### config.mk
export PLATFORM = sky130hd
export DESIGN_NAME = encoder_speed_estimator
export DESIGN_NICKNAME = d
export VERILOG_FILES = /design/src/rtl/ces_pkg.sv /design/src/rtl/ces_div.sv /design/src/rtl/ces_datapath.sv /design/src/rtl/ces_ctrl.sv /design/src/rtl/encoder_speed_estimator.sv
export SDC_FILE = /design/constraint.sdc
export NUM_CORES = 2
export LEC_CHECK = 0
export ABC_AREA = 0
export BUFFER_PORTS_ARGS = -buffer_cell sky130_fd_sc_hd__buf_2
export CORE_UTILIZATION = 35
export DETAILED_ROUTE_END_ITERATION = 7
export SYNTH_ARGS = -nofsm -noshare
export SYNTH_HDL_FRONTEND = slang
export SYNTH_SLANG_ARGS = --single-unit
### constraint.sdc
create_clock -name aclk -period 18.8 [get_ports aclk]
set_input_delay 2.82 -clock aclk [delete_from_list [all_inputs] [get_ports aclk]]
set_output_delay 2.82 -clock aclk [all_outputs]
set_load 0.03 [all_outputs]
### src/rtl/ces_pkg.sv
`timescale 1ns / 1ps
// ---------------------------------------------------------------------------
// ces_pkg
// Shared constants, types and helpers of the encoder speed estimator.
// ---------------------------------------------------------------------------
package ces_pkg;

    // event ring
    localparam int HIST_DEPTH = 16;
    localparam int IDX_W      = $clog2(HIST_DEPTH);

    // operation codes
    localparam logic [1:0] OP_EDGE    = 2'd0;
    localparam logic [1:0] OP_TIMEOUT = 2'd1;
    localparam logic [1:0] OP_QUERY   = 2'd2;
    localparam logic [1:0] OP_CLEAR   = 2'd3;

    // direction codes stored with each event
    localparam logic [1:0] DIR_STALL = 2'd0;
    localparam logic [1:0] DIR_FWD   = 2'd1;
    localparam logic [1:0] DIR_REV   = 2'd3;

    // configuration register indexes
    localparam int CFG_IDX_W = 8;
    localparam logic [CFG_IDX_W-1:0] CFG_TPR     = 8'd0;
    localparam logic [CFG_IDX_W-1:0] CFG_GEAR    = 8'd1;
    localparam logic [CFG_IDX_W-1:0] CFG_TIMEOUT = 8'd2;
    localparam logic [CFG_IDX_W-1:0] CFG_WINDOW  = 8'd3;

    // configuration reset values
    localparam logic [12:0] TPR_RST     = 13'd12;
    localparam logic [10:0] GEAR_RST    = 11'd1;
    localparam logic [31:0] TIMEOUT_RST = 32'd100000;
    localparam logic [31:0] WINDOW_RST  = 32'd200000;

    // arithmetic constants (rpm in Q24.7: 60 * 1e6 * 128)
    localparam logic [32:0] RPM_NUM     = 33'd7680000000;
    localparam logic [31:0] MIN_DT_US   = 32'd10;
    localparam logic [7:0]  HIGH_DUTY   = 8'd230;
    localparam logic [7:0]  DUTY_STEP   = 8'd5;
    localparam logic [8:0]  WEAK_MARGIN = 9'd50;
    localparam logic [7:0]  NTD_RST     = 8'd50;
    localparam logic [4:0]  PEAK_KEEP   = 5'd19;
    localparam logic [4:0]  PEAK_DIV    = 5'd20;

    // divider widths
    localparam int DIV_W = 38;
    localparam int DEN_W = 56;

    // payload widths
    localparam int S_DATA_W = 48;
    localparam int M_DATA_W = 120;

    typedef enum logic [1:0] {
        DSEL_RPM,
        DSEL_AVG,
        DSEL_PEAK
    } div_sel_t;

    // controller to datapath commands
    typedef struct packed {
        logic     load_item;
        logic     exec;
        logic     q_init;
        logic     q_check;
        logic     q_skip;
        logic     q_mul;
        logic     div_start;
        div_sel_t div_sel;
        logic     q_acc;
        logic     avg_take;
        logic     peak_take;
        logic     peak_avg;
        logic     out_load;
    } cmd_t;

    // datapath to controller status
    typedef struct packed {
        logic [1:0] op;
        logic       win_break;
        logic       dt_ok;
        logic       last_step;
        logic       div_done;
        logic       count_zero;
        logic       high_duty;
        logic       res_gt_peak;
        logic       out_full;
    } sts_t;

    function automatic logic [7:0] weak_of(input logic [7:0] d);
        logic [8:0] w;
        w = {1'b0, d} + WEAK_MARGIN;
        return w[8] ? 8'hFF : w[7:0];
    endfunction

endpackage

### src/rtl/ces_div.sv
`timescale 1ns / 1ps
// ---------------------------------------------------------------------------
// ces_div
// Radix-2 restoring unsigned divider, one quotient bit per cycle.
// ---------------------------------------------------------------------------
module ces_div
    import ces_pkg::*;
(
    input  logic             aclk,
    input  logic             aresetn,
    input  logic             start,
    input  logic [DIV_W-1:0] dividend,
    input  logic [DEN_W-1:0] divisor,
    output logic             done,
    output logic [DIV_W-1:0] quotient
);

    localparam int CNT_W = $clog2(DIV_W);
    localparam logic [CNT_W-1:0] LAST = CNT_W'(DIV_W - 1);

    logic [DEN_W-1:0] rem_reg, rem_next;
    logic [DIV_W-1:0] quo_reg, quo_next;
    logic [DEN_W-1:0] den_reg;
    logic [CNT_W-1:0] cnt_reg;
    logic             busy_reg;
    logic             done_reg;
    logic [DEN_W:0]   shifted;

    // one restoring step
    always_comb begin
        shifted = {rem_reg, quo_reg[DIV_W-1]};
        if (shifted >= {1'b0, den_reg}) begin
            rem_next = DEN_W'(shifted - {1'b0, den_reg});
            quo_next = {quo_reg[DIV_W-2:0], 1'b1};
        end else begin
            rem_next = shifted[DEN_W-1:0];
            quo_next = {quo_reg[DIV_W-2:0], 1'b0};
        end
    end

    // control
    always_ff @(posedge aclk) begin
        if (!aresetn) begin
            busy_reg <= 1'b0;
            done_reg <= 1'b0;
            cnt_reg  <= '0;
        end else begin
            done_reg <= 1'b0;
            if (start) begin
                busy_reg <= 1'b1;
                cnt_reg  <= '0;
            end else if (busy_reg) begin
                cnt_reg <= cnt_reg + 1'b1;
                if (cnt_reg == LAST) begin
                    busy_reg <= 1'b0;
                    done_reg <= 1'b1;
                end
            end
        end
    end

    // datapath
    always_ff @(posedge aclk) begin
        if (start) begin
            rem_reg <= '0;
            quo_reg <= dividend;
            den_reg <= divisor;
        end else if (busy_reg) begin
            rem_reg <= rem_next;
            quo_reg <= quo_next;
        end
    end

    assign done     = done_reg;
    assign quotient = quo_reg;

endmodule

### src/rtl/ces_datapath.sv
`timescale 1ns / 1ps
// ---------------------------------------------------------------------------
// ces_datapath
// Event ring, position and duty state, query accumulators and result register.
// ---------------------------------------------------------------------------
module ces_datapath
    import ces_pkg::*;
(
    input  logic                 aclk,
    input  logic                 aresetn,
    input  cmd_t                 cmd,
    output sts_t                 sts,
    input  logic [1:0]           s_op,
    input  logic [S_DATA_W-1:0]  s_data,
    input  logic                 cfg_we,
    input  logic [CFG_IDX_W-1:0] cfg_idx,
    input  logic [31:0]          cfg_wdata,
    output logic [M_DATA_W-1:0]  m_data,
    output logic                 m_valid,
    input  logic                 m_ready
);

    // configuration
    logic [12:0] tpr_reg;
    logic [10:0] gear_reg;
    logic [31:0] timeout_reg;
    logic [31:0] window_reg;

    // captured item
    logic [1:0]  op_reg;
    logic        enc_a_reg, enc_b_reg;
    logic [31:0] now_reg;
    logic [7:0]  duty_reg;

    // event ring; time and direction read as zero until valid
    logic [31:0]           ev_time [HIST_DEPTH];
    logic [1:0]            ev_dir  [HIST_DEPTH];
    logic [7:0]            ev_duty [HIST_DEPTH];
    logic [HIST_DEPTH-1:0] tval_reg;
    logic [HIST_DEPTH-1:0] dval_reg;
    logic [IDX_W-1:0]      slot_reg;
    logic [IDX_W-1:0]      walk_reg;
    logic [IDX_W-1:0]      step_reg;

    // block state
    logic [31:0]        tick_reg;
    logic signed [31:0] peak_reg;
    logic [7:0]         ntd_reg;
    logic               kick_reg;

    // query registers
    logic [31:0]        new_time_reg;
    logic [1:0]         new_dir_reg;
    logic [7:0]         new_duty_reg;
    logic [23:0]        k_reg;
    logic [31:0]        dt_reg;
    logic [DEN_W-1:0]   den_reg;
    logic signed [37:0] sum_reg;
    logic [11:0]        dsum_reg;
    logic [3:0]         count_reg;
    logic signed [31:0] res_reg;

    // output register
    logic [M_DATA_W-1:0] m_data_reg;
    logic                m_valid_reg;

    // ring read at the walk index
    logic [31:0] rd_time;
    logic [1:0]  rd_dir;
    logic [7:0]  rd_duty;
    assign rd_time = tval_reg[walk_reg] ? ev_time[walk_reg] : 32'd0;
    assign rd_dir  = tval_reg[walk_reg] ? ev_dir[walk_reg]  : DIR_STALL;
    assign rd_duty = dval_reg[walk_reg] ? ev_duty[walk_reg] : 8'd0;

    // divider operand selection
    logic [DIV_W-1:0]   div_a;
    logic [DEN_W-1:0]   div_b;
    logic [DIV_W-1:0]   div_q;
    logic               div_done;
    logic [DIV_W-1:0]   sum_abs;
    logic signed [37:0] pk_val;
    logic [DIV_W-1:0]   pk_abs;

    assign sum_abs = sum_reg[37] ? DIV_W'(-sum_reg) : DIV_W'(sum_reg);
    assign pk_val  = $signed({{6{peak_reg[31]}}, peak_reg}) * $signed({33'd0, PEAK_KEEP})
                   + $signed({{6{res_reg[31]}}, res_reg});
    assign pk_abs  = pk_val[37] ? DIV_W'(-pk_val) : DIV_W'(pk_val);

    always_comb begin
        case (cmd.div_sel)
            DSEL_RPM: begin
                div_a = DIV_W'(RPM_NUM);
                div_b = den_reg;
            end
            DSEL_AVG: begin
                div_a = sum_abs;
                div_b = DEN_W'(count_reg);
            end
            DSEL_PEAK: begin
                div_a = pk_abs;
                div_b = DEN_W'(PEAK_DIV);
            end
            default: begin
                div_a = '0;
                div_b = '1;
            end
        endcase
    end

    ces_div u_div (
        .aclk     (aclk),
        .aresetn  (aresetn),
        .start    (cmd.div_start),
        .dividend (div_a),
        .divisor  (div_b),
        .done     (div_done),
        .quotient (div_q)
    );

    // derived values
    logic [31:0]        delta_to;
    logic [31:0]        dt_now;
    logic [31:0]        age;
    logic [12:0]        tpr_eff;
    logic [10:0]        gear_eff;
    logic [38:0]        avg_s;
    logic signed [31:0] avg_sat;
    logic [37:0]        pk_q_s;
    logic [11:0]        dlimit;
    logic [37:0]        mag;

    assign delta_to = now_reg - rd_time;
    assign dt_now   = new_time_reg - rd_time;
    assign age      = now_reg - new_time_reg;
    assign tpr_eff  = (tpr_reg == '0) ? 13'd1 : tpr_reg;
    assign gear_eff = (gear_reg == '0) ? 11'd1 : gear_reg;
    assign avg_s    = sum_reg[37] ? 39'(-{1'b0, div_q}) : {1'b0, div_q};
    assign pk_q_s   = pk_val[37] ? 38'(-div_q) : div_q;
    assign dlimit   = 12'(count_reg * 8'(HIGH_DUTY + 8'd1));
    assign mag      = {1'b0, div_q[36:0]};

    // saturate averaged rpm to 32 bits
    always_comb begin
        if ($signed(avg_s) > 39'sd2147483647) begin
            avg_sat = 32'sh7FFFFFFF;
        end else if ($signed(avg_s) < -39'sd2147483648) begin
            avg_sat = 32'sh80000000;
        end else begin
            avg_sat = avg_s[31:0];
        end
    end

    // configuration writes
    always_ff @(posedge aclk) begin
        if (!aresetn) begin
            tpr_reg     <= TPR_RST;
            gear_reg    <= GEAR_RST;
            timeout_reg <= TIMEOUT_RST;
            window_reg  <= WINDOW_RST;
        end else if (cfg_we) begin
            unique case (cfg_idx)
                CFG_TPR:     tpr_reg     <= cfg_wdata[12:0];
                CFG_GEAR:    gear_reg    <= cfg_wdata[10:0];
                CFG_TIMEOUT: timeout_reg <= cfg_wdata;
                CFG_WINDOW:  window_reg  <= cfg_wdata;
                default: ;
            endcase
        end
    end

    // item capture and query payload
    always_ff @(posedge aclk) begin
        if (cmd.load_item) begin
            op_reg    <= s_op;
            enc_a_reg <= s_data[0];
            enc_b_reg <= s_data[1];
            now_reg   <= s_data[33:2];
            duty_reg  <= s_data[41:34];
            res_reg   <= '0;
        end
        if (cmd.q_init) begin
            new_time_reg <= rd_time;
            new_dir_reg  <= rd_dir;
            new_duty_reg <= rd_duty;
            k_reg        <= 24'(tpr_eff * gear_eff);
            sum_reg      <= '0;
            dsum_reg     <= '0;
            count_reg    <= '0;
            step_reg     <= IDX_W'(1);
        end
        if (cmd.q_check) begin
            dt_reg <= dt_now;
        end
        if (cmd.q_mul) begin
            den_reg <= DEN_W'(k_reg * dt_reg);
        end
        if (cmd.q_skip) begin
            step_reg <= step_reg + 1'b1;
        end
        if (cmd.q_acc) begin
            if (new_dir_reg == DIR_FWD) begin
                sum_reg <= sum_reg + $signed(mag);
            end else if (new_dir_reg == DIR_REV) begin
                sum_reg <= sum_reg - $signed(mag);
            end
            dsum_reg     <= dsum_reg + 12'(new_duty_reg);
            count_reg    <= count_reg + 1'b1;
            new_time_reg <= rd_time;
            new_dir_reg  <= rd_dir;
            new_duty_reg <= rd_duty;
            step_reg     <= step_reg + 1'b1;
        end
        if (cmd.avg_take) begin
            res_reg <= avg_sat;
        end
    end

    // event ring payload
    always_ff @(posedge aclk) begin
        if (cmd.exec && (op_reg == OP_EDGE)) begin
            ev_time[slot_reg] <= now_reg;
            ev_dir[slot_reg]  <= (enc_a_reg ^ enc_b_reg) ? DIR_REV : DIR_FWD;
            ev_duty[slot_reg] <= duty_reg;
        end else if (cmd.exec && (op_reg == OP_TIMEOUT) && (delta_to >= timeout_reg)) begin
            ev_time[slot_reg] <= now_reg;
            ev_dir[slot_reg]  <= DIR_STALL;
            ev_duty[slot_reg] <= duty_reg;
        end
    end

    // ring control, position, stall state and peak
    always_ff @(posedge aclk) begin
        if (!aresetn) begin
            tval_reg <= '0;
            dval_reg <= '0;
            slot_reg <= '0;
            walk_reg <= '0;
            tick_reg <= '0;
            peak_reg <= '0;
            ntd_reg  <= NTD_RST;
            kick_reg <= 1'b1;
        end else begin
            if (cmd.load_item) begin
                walk_reg <= slot_reg - 1'b1;
            end
            if (cmd.q_init || cmd.q_skip || cmd.q_acc) begin
                walk_reg <= walk_reg - 1'b1;
            end
            if (cmd.exec) begin
                unique case (op_reg)
                    OP_EDGE: begin
                        tval_reg[slot_reg] <= 1'b1;
                        dval_reg[slot_reg] <= 1'b1;
                        slot_reg           <= slot_reg + 1'b1;
                        tick_reg <= (enc_a_reg ^ enc_b_reg) ? tick_reg - 1'b1
                                                            : tick_reg + 1'b1;
                    end
                    OP_TIMEOUT: begin
                        if (delta_to >= timeout_reg) begin
                            tval_reg[slot_reg] <= 1'b1;
                            dval_reg[slot_reg] <= 1'b1;
                            slot_reg           <= slot_reg + 1'b1;
                            kick_reg           <= 1'b1;
                            if (duty_reg > ntd_reg) begin
                                ntd_reg <= duty_reg;
                            end
                        end else if (duty_reg < weak_of(ntd_reg)) begin
                            ntd_reg <= (ntd_reg > DUTY_STEP) ? ntd_reg - DUTY_STEP : 8'd0;
                        end
                    end
                    OP_CLEAR: begin
                        tick_reg <= '0;
                        tval_reg <= '0;
                    end
                    default: ;
                endcase
            end
            if (cmd.peak_take) begin
                peak_reg <= res_reg;
            end
            if (cmd.peak_avg) begin
                peak_reg <= pk_q_s[31:0];
            end
        end
    end

    // result register
    always_ff @(posedge aclk) begin
        if (!aresetn) begin
            m_valid_reg <= 1'b0;
        end else if (cmd.out_load) begin
            m_valid_reg <= 1'b1;
        end else if (m_ready) begin
            m_valid_reg <= 1'b0;
        end
    end

    always_ff @(posedge aclk) begin
        if (cmd.out_load) begin
            m_data_reg <= {7'd0, kick_reg, weak_of(ntd_reg), ntd_reg, tick_reg,
                           peak_reg, res_reg};
        end
    end

    assign m_data  = m_data_reg;
    assign m_valid = m_valid_reg;

    // status
    assign sts.op          = op_reg;
    assign sts.win_break   = age > window_reg;
    assign sts.dt_ok       = dt_reg > MIN_DT_US;
    assign sts.last_step   = step_reg == IDX_W'(HIST_DEPTH - 1);
    assign sts.div_done    = div_done;
    assign sts.count_zero  = count_reg == '0;
    assign sts.high_duty   = dsum_reg >= dlimit;
    assign sts.res_gt_peak = res_reg > peak_reg;
    assign sts.out_full    = m_valid_reg && !m_ready;

endmodule

### src/rtl/ces_ctrl.sv
`timescale 1ns / 1ps
// ---------------------------------------------------------------------------
// ces_ctrl
// Sequencer for item execution and the rpm query walk.
// ---------------------------------------------------------------------------
module ces_ctrl
    import ces_pkg::*;
(
    input  logic aclk,
    input  logic aresetn,
    input  logic s_valid,
    output logic s_ready,
    input  sts_t sts,
    output cmd_t cmd
);

    typedef enum logic [3:0] {
        S_IDLE,
        S_EXEC,
        S_QINIT,
        S_QCHECK,
        S_QMUL,
        S_QDIV,
        S_QWAIT,
        S_AVG,
        S_AVGW,
        S_PEAK,
        S_PKW,
        S_FIN
    } state_t;

    state_t state_reg, state_next;

    // next state and commands
    always_comb begin
        state_next = state_reg;
        cmd        = '0;
        cmd.div_sel = DSEL_RPM;
        unique case (state_reg)
            S_IDLE: begin
                if (s_valid) begin
                    cmd.load_item = 1'b1;
                    state_next    = S_EXEC;
                end
            end
            S_EXEC: begin
                if (sts.op == OP_QUERY) begin
                    state_next = S_QINIT;
                end else begin
                    cmd.exec   = 1'b1;
                    state_next = S_FIN;
                end
            end
            S_QINIT: begin
                cmd.q_init = 1'b1;
                state_next = S_QCHECK;
            end
            S_QCHECK: begin
                cmd.q_check = 1'b1;
                if (sts.win_break) begin
                    state_next = S_AVG;
                end else begin
                    state_next = S_QMUL;
                end
            end
            S_QMUL: begin
                if (sts.dt_ok) begin
                    cmd.q_mul  = 1'b1;
                    state_next = S_QDIV;
                end else begin
                    cmd.q_skip = 1'b1;
                    state_next = sts.last_step ? S_AVG : S_QCHECK;
                end
            end
            S_QDIV: begin
                cmd.div_start = 1'b1;
                cmd.div_sel   = DSEL_RPM;
                state_next    = S_QWAIT;
            end
            S_QWAIT: begin
                if (sts.div_done) begin
                    cmd.q_acc  = 1'b1;
                    state_next = sts.last_step ? S_AVG : S_QCHECK;
                end
            end
            S_AVG: begin
                if (sts.count_zero) begin
                    state_next = S_FIN;
                end else begin
                    cmd.div_start = 1'b1;
                    cmd.div_sel   = DSEL_AVG;
                    state_next    = S_AVGW;
                end
            end
            S_AVGW: begin
                cmd.div_sel = DSEL_AVG;
                if (sts.div_done) begin
                    cmd.avg_take = 1'b1;
                    state_next   = S_PEAK;
                end
            end
            S_PEAK: begin
                if (!sts.high_duty) begin
                    state_next = S_FIN;
                end else if (sts.res_gt_peak) begin
                    cmd.peak_take = 1'b1;
                    state_next    = S_FIN;
                end else begin
                    cmd.div_start = 1'b1;
                    cmd.div_sel   = DSEL_PEAK;
                    state_next    = S_PKW;
                end
            end
            S_PKW: begin
                cmd.div_sel = DSEL_PEAK;
                if (sts.div_done) begin
                    cmd.peak_avg = 1'b1;
                    state_next   = S_FIN;
                end
            end
            S_FIN: begin
                if (!sts.out_full) begin
                    cmd.out_load = 1'b1;
                    state_next   = S_IDLE;
                end
            end
            default: state_next = S_IDLE;
        endcase
    end

    // state register
    always_ff @(posedge aclk) begin
        if (!aresetn) begin
            state_reg <= S_IDLE;
        end else begin
            state_reg <= state_next;
        end
    end

    assign s_ready = (state_reg == S_IDLE);

endmodule

### src/rtl/encoder_speed_estimator.sv
`timescale 1ns / 1ps
// ---------------------------------------------------------------------------
// encoder_speed_estimator
// Quadrature encoder event ring with windowed rpm estimate and stall tracking.
// ---------------------------------------------------------------------------
// Edge, timeout and clear items pass from accept through the execute state to
// the result register. An rpm query walks the ring: each valid interval of the
// walk runs the restoring divider, as do the average and the peak update.
// One item is in work at a time.
// Synchronous active-low reset restores the register defaults and empties the
// event ring at once through per-entry valid bits.
module encoder_speed_estimator
    import ces_pkg::*;
(
    input  logic                 aclk,
    input  logic                 aresetn,
    input  logic                 s_tvalid,
    output logic                 s_tready,
    input  logic [S_DATA_W-1:0]  s_tdata,   // enc_a, enc_b, now_us[31:0], duty[7:0]
    input  logic [1:0]           s_tuser,   // operation[1:0]
    output logic                 m_tvalid,
    input  logic                 m_tready,
    // rpm[31:0], max_rpm[31:0], position_ticks[31:0], stall_duty[7:0],
    // weak_duty[7:0], kick_needed
    output logic [M_DATA_W-1:0]  m_tdata,
    input  logic                 cfg_valid,
    output logic                 cfg_ready,
    input  logic [CFG_IDX_W-1:0] cfg_index,
    input  logic [31:0]          cfg_data
);

    cmd_t cmd;
    sts_t sts;

    // configuration is always taken
    assign cfg_ready = 1'b1;

    ces_ctrl u_ctrl (
        .aclk    (aclk),
        .aresetn (aresetn),
        .s_valid (s_tvalid),
        .s_ready (s_tready),
        .sts     (sts),
        .cmd     (cmd)
    );

    ces_datapath u_dp (
        .aclk      (aclk),
        .aresetn   (aresetn),
        .cmd       (cmd),
        .sts       (sts),
        .s_op      (s_tuser),
        .s_data    (s_tdata),
        .cfg_we    (cfg_valid),
        .cfg_idx   (cfg_index),
        .cfg_wdata (cfg_data),
        .m_data    (m_tdata),
        .m_valid   (m_tvalid),
        .m_ready   (m_tready)
    );

endmodule

# ---- Word level (Yosys, flattened, before mapping)
# Memories as Yosys holds them, arrays and structs flattened. A register that Yosys moved wholly into a read port is not among the register bits.
# Cells that the tools add are included.
dict set report totals {
  regBits 763
  ramBits 672
  input_bits 95
  output_inout_bits 123
  word_cells 270
  memories 3
}
dict set report classes {
  add_sub_neg 22
  n_mul 4
  order_cmp 14
  eq_ne 30
  n_mux 116
  n_bitwise 8
  reduce_logical 37
}
# memory depth width rd rd_ports_with_merged_regs wr line_no
set memory_table {}
lappend memory_table {u_dp.ev_time 16 32 1 1 1 ces_datapath.sv:36} ;# logic [31:0] ev_time [HIST_DEPTH];
lappend memory_table {u_dp.ev_duty 16 8 1 1 1 ces_datapath.sv:38} ;# logic [7:0] ev_duty [HIST_DEPTH];
lappend memory_table {u_dp.ev_dir 16 2 1 1 1 ces_datapath.sv:37} ;# logic [1:0] ev_dir [HIST_DEPTH];
# op count
set ops {}
lappend ops {{2-to-1 mux 32 bit} 12}
lappend ops {{2-to-1 mux 38 bit} 8}
lappend ops {{one-hot mux 56 bit (3 select lines)} 1}
lappend ops {{one-hot mux 38 bit (3 select lines)} 1}
lappend ops {{subtractor 32 bit} 3}
lappend ops {{2-to-1 mux 4 bit} 21}
lappend ops {{negation 38 bit} 2}
lappend ops {{2-to-1 mux 8 bit} 9}
lappend ops {{greater-than comparator 32 bit} 2}
lappend ops {{one-hot mux 32 bit (2 select lines)} 1}
lappend ops {{greater-or-equal comparator 57 x 56 -> 1 bit} 1}
lappend ops {{multiplier 24 x 32 -> 56 bit} 1}
lappend ops {{2-to-1 mux 56 bit} 1}
lappend ops {{subtractor 56 bit} 1}
lappend ops {{one-hot mux 16 bit (3 select lines)} 1}
lappend ops {{one-hot mux 4 bit (12 select lines)} 1}
lappend ops {{greater-than comparator 39 x 32 -> 1 bit, second input constant} 1}
lappend ops {{< comparator 39 x 32 -> 1 bit, second input constant} 1}
lappend ops {{2-to-1 mux 39 bit} 1}
lappend ops {{negation 38 -> 39 bit} 1}
lappend ops {{adder 38 x 32 -> 38 bit} 1}
lappend ops {{adder 38 bit} 1}
lappend ops {{multiplier 32 x 6 -> 38 bit, second input constant} 1}
lappend ops {{subtractor 38 bit} 1}
lappend ops {{other kinds (63)} 157}

# ---- Depth between registers and ports, before layout
dict set report logic_depth {
  ltp_word 10
  ltp_mapped 35
  mapped_depth_nobuf 30
}

# ---- Modules after synthesis
# From an unflattened synthesis, not the netlist that was laid out.
dict set report unflattened {
  hier_cells 10352
  area_unflattened_um2 108875.7
}
# mod instances cells_each area_per_inst_um2 seq_area_each_um2
set modules_own_cells {}
lappend modules_own_cells {ces_datapath 1 9220 98563.3 35914.4}
lappend modules_own_cells {ces_div 1 1052 9771.9 4103.9}
lappend modules_own_cells {ces_ctrl 1 78 529.3 80.1}
lappend modules_own_cells {encoder_speed_estimator 1 2 11.3 0.0}

# ---- Least setup slack after synthesis
# Ideal clock, no wire load.
dict set report synth_timing {
  path_type {register -> register}
  startpoint {register with a tool-made name}
  endpoint {memory u_dp.ev_dir[12][0], enable pin}
  setup_time_ps 442
  arrival_time_ps 7985
  required_time_ps 18358
  path_slack_ps 10373
  stages_incl_launch_ff 32
  n_path_buf 5
  synth_period_minus_slack_ps 8427
  cell_sequence {dfxtp_1 clkbuf_1 clkbuf_1 clkbuf_1 buf_1 mux4_2 mux2i_1 nand2_1 o211ai_1 ha_1 a21o_1 a21oi_1 nor2b_1 o211ai_1 a211oi_1 o211ai_1 a21oi_1 and2_1 o21ai_0 nand2b_1 xor2_1 ha_1 nand4_1 nor2_1 o2111ai_1 a21oi_1 a221oi_1 a211o_1 a21oi_1 a21oi_1 clkbuf_1 nor2_1}
}
# element line_no
set synth_rtl {}
lappend synth_rtl {{end: declaration} ces_datapath.sv:37}

==> results.md <==
- Status: complete, no violations
- Post-synthesis async set-or-reset flop share: 0%
- TritonCTS clock tree: yes
- Max frequency: 104 MHz
- Row count: 202
- Final GP Congestion: 0.906
- Cell count of the worst reg-to-reg path: 30
- Register area share after synthesis: 37.5%
- Port Buffers: 202
- Routed wire per std cell: 20.1 um
- Fin Clk Skew: 0.104 ns
- Post-Syn Area per Cell: 10.6 um2
- Die H: 555 um
- Initial DRC Count: 5583
- Synth top area cells: edfxtp_1 32%, fa_1 15%, ha_1 9.0%
- Rel. slew slack: 19.6%
- Layout cells sized above 1: 8.84%
- RSZ-0062 raised after global routing: no
- Cell accounting for the most synthesized area: edfxtp_1
- Vias after detailed routing: 75418
- Initial DRT Pass Iterations: 8
- Clk slew on worst S/H paths: 0.06 ns
- Area growth, synth to finish: 10.3%
- CP max stage delay: 0.92 ns
- GRT Residual Overflow: 0
- Initial antenna violation count: 11
- Synthesized flop and latch total: 1439
- Main synth FF type: edfxtp_1
- First-pass GRT wire length: 445000 um
- Routed Antenna Nets: 0
- Post-synthesis cell count: 10132
- DIE AREA: 0.308 mm2
- Avg Vias per Cell: 5.28
- Compound-Gate Fraction of Synth Area: 10.5%
- Startpoint type of the worst setup path: flop
- Hold Crit Endpoint: u_dp.m_data[88]$_DFFE_PP_
- Final Util: 38.9%
- Post-Synth Adder-Cell Area: 24.5%
- Cts hold-fix bufs: 0
- Vias in the first global route: 77260
- Skew-Pair Late Insertion Delay: 0.85 ns
- CP arrival: 10.00 ns
- Postcts setup bufs: 0
- Post-CTS sizing: 0
- CTS Buf Count: 169
- Post-synthesis xor/xnor area fraction: 3.68%
- Top cell type's share of synthesized area: 31.7%
- Most frequent cells in the layout: 1424 x inv_1, 1128 x edfxtp_1, 1113 x nand2_1, 828 x fa_1, 770 x ha_1
- Die width: 555 um
- CP endpoint kind: flop
- Setup TNS Final: 0 ns
- Syn. warnings: 0
- Synthesized area: 0.107 mm2
- Min-delay worst type: flop to flop
- Max-cap viol count: 0
- Crit Reg-Reg Endpoint: u_dp.ev_time[9][28]$_DFFE_PP_
- Critical Path RT: 19.21 ns
- Least-Margin Pin Slew: 1.20 ns
- DR DRC count: 0
- Unique masters post-synth: 89
- Pin count of the biggest net entering global routing: 110
- Highest-delay cell along the critical path: buf_4
- Clock root buffer: clkbuf_16
- Hold path start: u_dp.tick_reg[24]$_SDFFE_PN0P_
- Worst hold path cell count: 0
- Htree depth: 4
- Post-Synth Simple-Gate Area: 12.1%
- Most common cell after layout, fill and taps aside: inv_1
- Post-synthesis mux area share: 5.01%
- Initial Util: 35.3%
- Total track usage: 18.4%
- Net count, final: 11865
- Bufs on Longest Clock Path: 4
- Ports: 218
- Drt total wl: 287000 um
- Largest register FFs: 512
- Clock sinks: 1439
- Post-DP HPWL: 199000 um
- R2R setup slack: 9.22 ns
- Max-slew violation total from the final report: 0
- Crit path max fanout: 69
- Largest family of logic cells by synthesized area: adder cells
- Crit path kind: flop to flop
- Final setup violation count: 0
- Final Critical Period: 9.58 ns
- Number of synthesized flops with an enable pin: 1128
- Hold Vio Cnt, Final: 0
- Tcrit/Tclk final: 51.0%
- Core Box Area: 0.303 mm2
[worst max path at each step]
stage,start,depth (start not counted),endpoint,slack [ns]
global placement,flop,30,u_dp.ev_time[15][29]$_DFFE_PP_,9.27
detailed placement,flop,30,u_dp.ev_time[15][25]$_DFFE_PP_,9.32
floorplan,flop,31,u_dp.ev_dir[12][0]$_DFFE_PP_,10.37
CTS,flop,30,u_dp.ev_time[15][26]$_DFFE_PP_,9.24
global route,flop,27,u_dp.ev_time[9][28]$_DFFE_PP_,8.77
finish,flop,30,u_dp.ev_time[9][28]$_DFFE_PP_,9.22
[worst max-delay path: cells and delay by family (launching register included)]
family,cells,cell delay [ns]
AO/OA/AOI/OAI,18,4.76
XOR/XNOR,1,0.17
adder cells (fa/ha/maj),2,0.50
buffers and inverters,3,1.55
flip-flops,1,0.91
multiplexers,2,0.71
AND/OR/NAND/NOR,4,0.28
[stage by stage]
| stage | instance area, um2 | hold WS, ns | instances | setup WS, ns |
|---|---|---|---|---|
| floorplan | 107000 | 0.406 | 10139 | 10.37 |
| global placement | 112000 | 0.436 | 13978 | 9.27 |
| detailed placement | 112000 | 0.440 | 13978 | 9.32 |
| CTS | 118000 | 0.442 | 14279 | 9.24 |
| global route | 118000 | 0.470 | 14283 | 8.77 |
| finish | 118000 | 0.450 | 14286 | 9.22 |
[Yosys cell counts (103+ instances only)]
cell / instances
mux4_2: 189
inv_1: 1425
xor2_1: 109
xnor2_1: 338
clkbuf_1: 420
o21ai_0: 347
edfxtp_1: 1128
a21oi_1: 424
o21a_1: 105
and2_1: 492
nor3_1: 103
nor2_1: 440
ha_1: 771
fa_1: 828
nand2_1: 1116
nand3_1: 161
a21o_1: 203
dfxtp_1: 311
[final cells by class]
type                            instances  area [um2]
Tap cell                             3978        4980
Multi-Input combinational cell       6799       59900
Antenna cell                            7        17.5
Sequential cell                      1439       40100
Clock buffer                          206        4550
Fill cell                           29177      185000
Timing Repair Buffer                  331        1980
Clock inverter                         95        1010
Inverter                             1431        5380
[cells by family after synthesis]
family / count (synthesis)
buffers and inverters: 1901
other: 2
and+or+nand+nor: 2724
xor gates and xnor gates: 448
muxes: 295
DFF: 1439
AOI/OAI and AO/OA: 1724
adders and majority gates: 1599
[routing by layer]
| layer | up-vias | wire length, um | track usage [%] |
|---|---|---|---|
| li1 | 34591 | - | - |
| met1 | 37822 | 125000 | 24.5 |
| met2 | 2479 | 136000 | 30.8 |
| met3 | 522 | 17100 | 2.44 |
| met4 | 4 | 9040 | 5.85 |
| met5 | - | 26 | 0 |
Power is left out: the tool's default activity adds up to more than one toggle a clock period on the data nets, which glitch-free logic cannot reach.
